<file path="config.mk">
export PLATFORM = sky130hd
export DESIGN_NAME = scalar_kalman_filter
export DESIGN_NICKNAME = d
export VERILOG_FILES = /design/src/rtl/skf_pkg.sv /design/src/rtl/scalar_kalman_filter.sv
export SDC_FILE = /design/constraint.sdc
export NUM_CORES = 2
export LEC_CHECK = 0
export BUFFER_PORTS_ARGS = -buffer_cell sky130_fd_sc_hd__buf_2
export CAP_MARGIN = 40
export CORE_ASPECT_RATIO = 0.7
export CORE_UTILIZATION = 35
export DETAILED_ROUTE_END_ITERATION = 10
export PLACE_DENSITY = 0.61
export SYNTH_ARGS = -nofsm -noshare
export SYNTH_HDL_FRONTEND = slang
export SYNTH_SLANG_ARGS = --single-unit
</file>
<file path="constraint.sdc">
create_clock -name clk_i -period 20.1 [get_ports clk_i]
set_clock_uncertainty 0.05 [all_clocks]
set_input_delay 4.02 -clock clk_i [delete_from_list [all_inputs] [get_ports clk_i]]
set_output_delay 4.02 -clock clk_i [all_outputs]
set_load 0.02 [all_outputs]
</file>
<file path="src/rtl/skf_pkg.sv">
`timescale 1ns / 1ps
`default_nettype none

package skf_pkg;

  localparam int unsigned DataW = 32;
  localparam int unsigned GainW = 17;
  localparam int unsigned FracW = 16;
  localparam int unsigned DivSteps = GainW;
  localparam int unsigned CntW = 5;
  localparam int unsigned MulOpW = 18;
  localparam int unsigned ProdW = 2 * MulOpW;
  localparam int unsigned AccW = 51;

  localparam logic [DataW-1:0] QReset = 32'd1311;
  localparam logic [DataW-1:0] RReset = 32'd458752;

  typedef enum logic {
    REG_PROCESS_NOISE = 1'b0,
    REG_MEASURE_NOISE = 1'b1
  } reg_idx_e;

  typedef enum logic [4:0] {
    ST_IDLE = 5'b00001,
    ST_PREP = 5'b00010,
    ST_DIV  = 5'b00100,
    ST_MUL  = 5'b01000,
    ST_FIN  = 5'b10000
  } state_e;

endpackage

`default_nettype wire

</file>
<file path="src/rtl/scalar_kalman_filter.sv">
`timescale 1ns / 1ps
`default_nettype none

// One-dimensional fixed-point Kalman filter.
// Input channel: measurement_i (signed Q16.16) with in_valid_i / in_ready_o.
// Output channel: estimate_o (signed Q16.16) and gain_o (unsigned Q1.16)
// with out_valid_o / out_ready_i; one output word per input word.
// Config: cfg_we_i writes cfg_wdata_i to Q (index 0) or R (index 1) at once.
// Each word runs through a small sequencer: a setup state, a restoring
// division for the 17-bit gain (one quotient bit per cycle), then the
// products on one shared 18x18 multiplier for the estimate and covariance
// updates, and a final state that loads the output register. A new word
// is taken in the cycle after the previous one finishes, so the filter
// cannot accept a word before it is through with the last one.
// in_ready_o is high only while the sequencer is idle. The output register
// holds a finished word until taken; if it is still full when the next
// word finishes, the sequencer waits and stays not ready.
// Reset clears the estimate and covariance to zero and loads Q = 1311
// (about 0.02) and R = 458752 (7.0).

module scalar_kalman_filter (
  input  wire                              clk_i,
  input  wire                              rst_ni,
  input  wire                              cfg_we_i,
  input  wire                              cfg_addr_i,
  input  wire [skf_pkg::DataW-1:0]         cfg_wdata_i,
  input  wire                              in_valid_i,
  output logic                             in_ready_o,
  input  wire signed [skf_pkg::DataW-1:0]  measurement_i,
  output logic                             out_valid_o,
  input  wire                              out_ready_i,
  output logic signed [skf_pkg::DataW-1:0] estimate_o,
  output logic [skf_pkg::GainW-1:0]        gain_o
);

  skf_pkg::state_e state_q, state_d;
  logic [skf_pkg::CntW-1:0] cnt_q, cnt_d;

  logic [skf_pkg::DataW-1:0] q_noise_q, r_noise_q;
  logic [skf_pkg::DataW-1:0] est_q, est_d;
  logic [skf_pkg::DataW-1:0] cov_q, cov_d;

  logic [skf_pkg::DataW-1:0] meas_q;
  logic [skf_pkg::DataW-1:0] p_q, p_d;
  logic [skf_pkg::DataW:0]   den_q, den_d;
  logic [skf_pkg::DataW:0]   innov_q, innov_d;
  logic [skf_pkg::DataW+1:0] rem_q, rem_d;
  logic [skf_pkg::GainW-1:0] g_q, g_d;

  logic signed [skf_pkg::ProdW-1:0] prod_q, prod_d;
  logic signed [skf_pkg::AccW-1:0]  acc_q, acc_d;

  logic                     out_valid_q, out_valid_d;
  logic [skf_pkg::DataW-1:0] out_est_q, out_est_d;
  logic [skf_pkg::GainW-1:0] out_gain_q, out_gain_d;

  logic [skf_pkg::DataW:0]   p_sum;
  logic [skf_pkg::DataW-1:0] p_sat;
  logic [skf_pkg::DataW+1:0] rem_cmp;
  logic [skf_pkg::DataW+1:0] rem_sub;
  logic                      qbit;
  logic [skf_pkg::GainW-1:0] gm;
  logic signed [skf_pkg::MulOpW-1:0] mul_a, mul_b;
  logic signed [skf_pkg::AccW-1:0]   prod_ext, term;
  logic [1:0] acc_step;

  assign in_ready_o  = (state_q == skf_pkg::ST_IDLE);
  assign out_valid_o = out_valid_q;
  assign estimate_o  = out_est_q;
  assign gain_o      = out_gain_q;

  assign p_sum = {1'b0, cov_q} + {1'b0, q_noise_q};
  assign p_sat = p_sum[skf_pkg::DataW] ? '1 : p_sum[skf_pkg::DataW-1:0];

  assign rem_cmp = (cnt_q == '0) ? rem_q : {rem_q[skf_pkg::DataW:0], 1'b0};
  assign rem_sub = rem_cmp - {1'b0, den_q};
  assign qbit    = (rem_cmp >= {1'b0, den_q});

  assign gm = skf_pkg::GainW'(18'd65536 - {1'b0, g_q});

  always_comb begin
    unique case (cnt_q[1:0])
      2'd0: begin
        mul_a = {1'b0, g_q};
        mul_b = {2'b00, innov_q[skf_pkg::FracW-1:0]};
      end
      2'd1: begin
        mul_a = {1'b0, g_q};
        mul_b = {innov_q[skf_pkg::DataW], innov_q[skf_pkg::DataW:skf_pkg::FracW]};
      end
      2'd2: begin
        mul_a = {1'b0, gm};
        mul_b = {2'b00, p_q[skf_pkg::FracW-1:0]};
      end
      default: begin
        mul_a = {1'b0, gm};
        mul_b = {2'b00, p_q[skf_pkg::DataW-1:skf_pkg::FracW]};
      end
    endcase
  end

  assign acc_step = 2'(cnt_q - 5'd1);
  assign prod_ext = {{(skf_pkg::AccW - skf_pkg::ProdW){prod_q[skf_pkg::ProdW-1]}}, prod_q};
  assign term     = acc_step[0] ? (prod_ext <<< skf_pkg::FracW) : prod_ext;

  always_comb begin
    state_d     = state_q;
    cnt_d       = cnt_q;
    est_d       = est_q;
    cov_d       = cov_q;
    p_d         = p_q;
    den_d       = den_q;
    innov_d     = innov_q;
    rem_d       = rem_q;
    g_d         = g_q;
    prod_d      = prod_q;
    acc_d       = acc_q;
    out_valid_d = out_valid_q;
    out_est_d   = out_est_q;
    out_gain_d  = out_gain_q;

    if (out_valid_q && out_ready_i) begin
      out_valid_d = 1'b0;
    end

    unique case (state_q)
      skf_pkg::ST_IDLE: begin
        if (in_valid_i) begin
          state_d = skf_pkg::ST_PREP;
        end
      end
      skf_pkg::ST_PREP: begin
        p_d     = p_sat;
        den_d   = {1'b0, p_sat} + {1'b0, r_noise_q};
        innov_d = {meas_q[skf_pkg::DataW-1], meas_q} - {est_q[skf_pkg::DataW-1], est_q};
        rem_d   = {2'b00, p_sat};
        g_d     = '0;
        cnt_d   = '0;
        state_d = skf_pkg::ST_DIV;
      end
      skf_pkg::ST_DIV: begin
        rem_d = qbit ? rem_sub : rem_cmp;
        g_d   = {g_q[skf_pkg::GainW-2:0], qbit};
        if (cnt_q == skf_pkg::CntW'(skf_pkg::DivSteps - 1)) begin
          if (den_q == '0) begin
            g_d = '0;
          end
          cnt_d   = '0;
          state_d = skf_pkg::ST_MUL;
        end else begin
          cnt_d = cnt_q + 5'd1;
        end
      end
      skf_pkg::ST_MUL: begin
        if (cnt_q < 5'd4) begin
          prod_d = mul_a * mul_b;
        end
        if (cnt_q != '0) begin
          acc_d = acc_step[0] ? (acc_q + term) : term;
        end
        if (cnt_q == 5'd3) begin
          est_d = est_q + acc_q[skf_pkg::FracW+skf_pkg::DataW-1:skf_pkg::FracW];
        end
        if (cnt_q == 5'd4) begin
          state_d = skf_pkg::ST_FIN;
        end else begin
          cnt_d = cnt_q + 5'd1;
        end
      end
      skf_pkg::ST_FIN: begin
        if (!out_valid_q || out_ready_i) begin
          cov_d       = acc_q[skf_pkg::FracW+skf_pkg::DataW-1:skf_pkg::FracW];
          out_valid_d = 1'b1;
          out_est_d   = est_q;
          out_gain_d  = g_q;
          state_d     = skf_pkg::ST_IDLE;
        end
      end
      default: begin
        state_d = skf_pkg::ST_IDLE;
      end
    endcase
  end

  always_ff @(posedge clk_i or negedge rst_ni) begin
    if (!rst_ni) begin
      state_q     <= skf_pkg::ST_IDLE;
      cnt_q       <= '0;
      est_q       <= '0;
      cov_q       <= '0;
      q_noise_q   <= skf_pkg::QReset;
      r_noise_q   <= skf_pkg::RReset;
      out_valid_q <= 1'b0;
    end else begin
      state_q     <= state_d;
      cnt_q       <= cnt_d;
      est_q       <= est_d;
      cov_q       <= cov_d;
      out_valid_q <= out_valid_d;
      if (cfg_we_i) begin
        unique case (skf_pkg::reg_idx_e'(cfg_addr_i))
          skf_pkg::REG_PROCESS_NOISE: q_noise_q <= cfg_wdata_i;
          skf_pkg::REG_MEASURE_NOISE: r_noise_q <= cfg_wdata_i;
          default: ;
        endcase
      end
    end
  end

  always_ff @(posedge clk_i) begin
    if (in_valid_i && in_ready_o) begin
      meas_q <= measurement_i;
    end
    p_q        <= p_d;
    den_q      <= den_d;
    innov_q    <= innov_d;
    rem_q      <= rem_d;
    g_q        <= g_d;
    prod_q     <= prod_d;
    acc_q      <= acc_d;
    out_est_q  <= out_est_d;
    out_gain_q <= out_gain_d;
  end

endmodule

`default_nettype wire

</file>
==> impl_metrics.tcl <==
set metrics [dict create \
    syn2layout_area_growth_pct 11.31 \
    layout-drive-gt1-share_pct 10.97 \
    dieArea_um2 109900 \
    async_flop_share_pct 30.68 \
    yosysTopAreaCell "edfxtp_1" \
    syn-cell-area_um2 37990 \
    grt_max_degree 85 \
    ys_types 98 \
    drt-total-wl_mm 112.6 \
    max-cap-violations 0 \
    synth_fa_ha_area_share_pct 24.16 \
    rows 100 \
    initial_utilization_pct 35.51 \
    fin_crit_sh_pct 46.92 \
    crit_path_start "g_q[0]" \
    synth.mux.area_fraction_pct 3.346 \
    ys_seq_area_share_pct 34.01 \
    setup_viol 0 \
    synth.most_common_cell "nand2_1" \
    clk_pin_slew_ns 0.07 \
    ctsLongestPathBuffers 3 \
    min_to "cov_q[18]" \
    stdcell_count 5513 \
    stdcell_area_um2 42290 \
    crit_fanout 16 \
    cts-root-buf "clkbuf_16" \
    grt_pass1_wl_mm 173.9 \
    ys_seq_elements 453 \
    syn_inst 3903 \
    cts_sinks 453 \
    path_class "register to register" \
    place_inst 5418 \
    ios 121 \
    antenna_found_initial 1 \
    netlist.area_leader.share_pct 24.82 \
    outcome "finished clean" \
    synthFlopType "edfxtp_1" \
    place_congestion 0.9576 \
    cts_resized 0 \
    required_ns 20.42 \
    synthTopCellsByArea "edfxtp_1, fa_1, ha_1, dfrtp_1, nand2_1" \
    clock_latency_ns 0.65 \
    die-width_um 395.8 \
    overflow 0 \
    r2r_slack_ns 10.67 \
    synth_common_cells "nand2_1, inv_1, nor2_1" \
    numCtsBuffers 48 \
    synth_xor_area_share_pct 5.003 \
    drv_slew 0 \
    min_path_cells 2 \
    port-buffer-count 120 \
    wl_per_cell_um 20.42 \
    synth_nets 4559 \
    slew_headroom_pct 19.90 \
    drt_iter0_markers 2953 \
    htree_num_levels 2 \
    slowest_delay_ns 0.75 \
    rsz0062_at_grt "false" \
    synth-compound-area-share_pct 14.31 \
    grtUsageTotal_pct 20.51 \
    post_dp_cell_area_um2 40580 \
    die_h_um 277.7 \
    hold_class "register to register" \
    core_um2 107000 \
    synth_top_family_by_area "adder cells" \
    dr_total_vias 29360 \
    whs_ns 0.4334 \
    drcViolationCount 0 \
    synth_enable_flop_cells 314 \
    hold_start "cov_q[18]" \
    postCtsSetupRepairBufs 0 \
    critical_path.endpoint_type "register" \
    tightest_slew_ns 1.202 \
    n_fill_cell 10550 \
    start_kind "register" \
    fmax_mhz 106.0 \
    setup_tns_ns 0 \
    synth-simple-area-share_pct 13.67 \
    reg2regPathDepth 29 \
    arrival_ns 9.75 \
    rr_endpoint "prod_q[32]" \
    drt_first_pass_iters 8 \
    cts_tree "built" \
    ys_warn_count 0 \
    drt-vias-per-instance 5.325 \
    rr_startpoint "g_q[0]" \
    grt_pass1_vias 28210 \
    dp_hpwl_mm 89.64 \
    syn_area_per_cell_um2 9.734 \
    crit_slowest_cell "xor2_1" \
    fin_nets 4700 \
    cpMostUsedCell "fa_1" \
    antenna_left 0 \
    layout_min_cycle_time_ns 9.431 \
    finalHoldViolations 0 \
    ctsHoldBuffers 0 \
]
## layout by cell type, fill, tap and decap left out, types with 18 or more instances in the layout
cell / n
nand2b_1: 49
a21oi_1: 184
o31ai_1: 22
a21o_1: 125
buf_2: 119
o21a_1: 38
fa_1: 246
nand2_1: 463
nor2b_1: 28
and3_1: 23
a211oi_1: 28
nor2_1: 343
edfxtp_1: 314
ha_1: 340
dfrtp_1: 127
mux2_2: 104
o21ai_0: 198
nand4_1: 25
xnor2_1: 128
nor3_1: 51
a31oi_1: 33
clkbuf_16: 49
o21bai_1: 27
or2_2: 18
xor2_1: 89
nand3_1: 44
buf_4: 62
inv_1: 448
and2_1: 40
## through the flow
step                utilization [%]  worst slack, ns
global route                  39.53            10.12
detailed placement            37.93            10.77
CTS                           39.50            10.71
global placement              37.80            10.92
finish                        39.53            10.67
floorplan                         -            11.85
## registers in the layout, indices dropped and copies added (netlist names), named ones only
| signal | flops |
|---|---|
| prod_q | 36 |
| den_q | 33 |
| cnt_q | 5 |
| p_q | 32 |
| cov_q | 32 |
| estimate_o | 32 |
| est_q | 32 |
| gain_o | 17 |
| g_q | 17 |
| state_q | 5 |
| r_noise_q | 32 |
| acc_q | 47 |
| meas_q | 32 |
| q_noise_q | 32 |
| innov_q | 33 |
| rem_q | 34 |
| out_valid_o | 1 |
## how the worst max path moves through the flow
stage                      end  slack, ns  depth (start not counted)
global route        prod_q[32]      10.12                         29
finish              prod_q[32]      10.67                         29
detailed placement  prod_q[32]      10.77                         29
CTS                 prod_q[32]      10.71                         29
floorplan           prod_q[32]      11.85                         31
global placement    prod_q[32]      10.92                         29
## cells by family (layout without fill, tap and decap cells)
kind of cell / after synthesis / in the layout
other: 0 / 2
and+or+nand+nor: 1159 / 1159
DFF: 453 / 453
buffers and inverters: 550 / 730
AOI/OAI and AO/OA: 824 / 824
xor gates and xnor gates: 217 / 217
muxes: 114 / 114
adders and majority gates: 586 / 586
## critical path, delay by kind of cell, from the launching register on
kind | cells | cell delay [ns]
adder cells (fa/ha/maj) | 8 | 3.74
AO/OA/AOI/OAI | 9 | 1.90
AND/OR/NAND/NOR | 6 | 1.45
XOR/XNOR | 2 | 0.89
buffers and inverters | 4 | 0.65
flip-flops | 1 | 0.49
## metal layers
| layer | track usage (%) | up-vias | share of wire, % |
|---|---|---|---|
| li1 | - | 13800 | - |
| met1 | 32.25 | 14310 | 50 |
| met2 | 26.97 | 1131 | 38 |
| met3 | 6.673 | 114 | 11 |
| met4 | 3.178 | 0 | 1.4 |
| met5 | 0 | - | 0 |
## final cells by class
type | count | area (um2) | share of cell area (%)
diodes | 2 | 5.005 | 0.01184
clock buffers | 54 | 1255 | 2.968
clock inverters | 35 | 416.7 | 0.9853
inverters | 453 | 1704 | 4.030
multi-input cells | 2900 | 23040 | 54.47
flip-flops and latches | 453 | 12920 | 30.56
well taps | 1428 | 1787 | 4.225
repair buffers | 188 | 1162 | 2.749
Power is not shown: default switching activity piles up to over one toggle a cycle in this logic, so the estimate is an artifact.
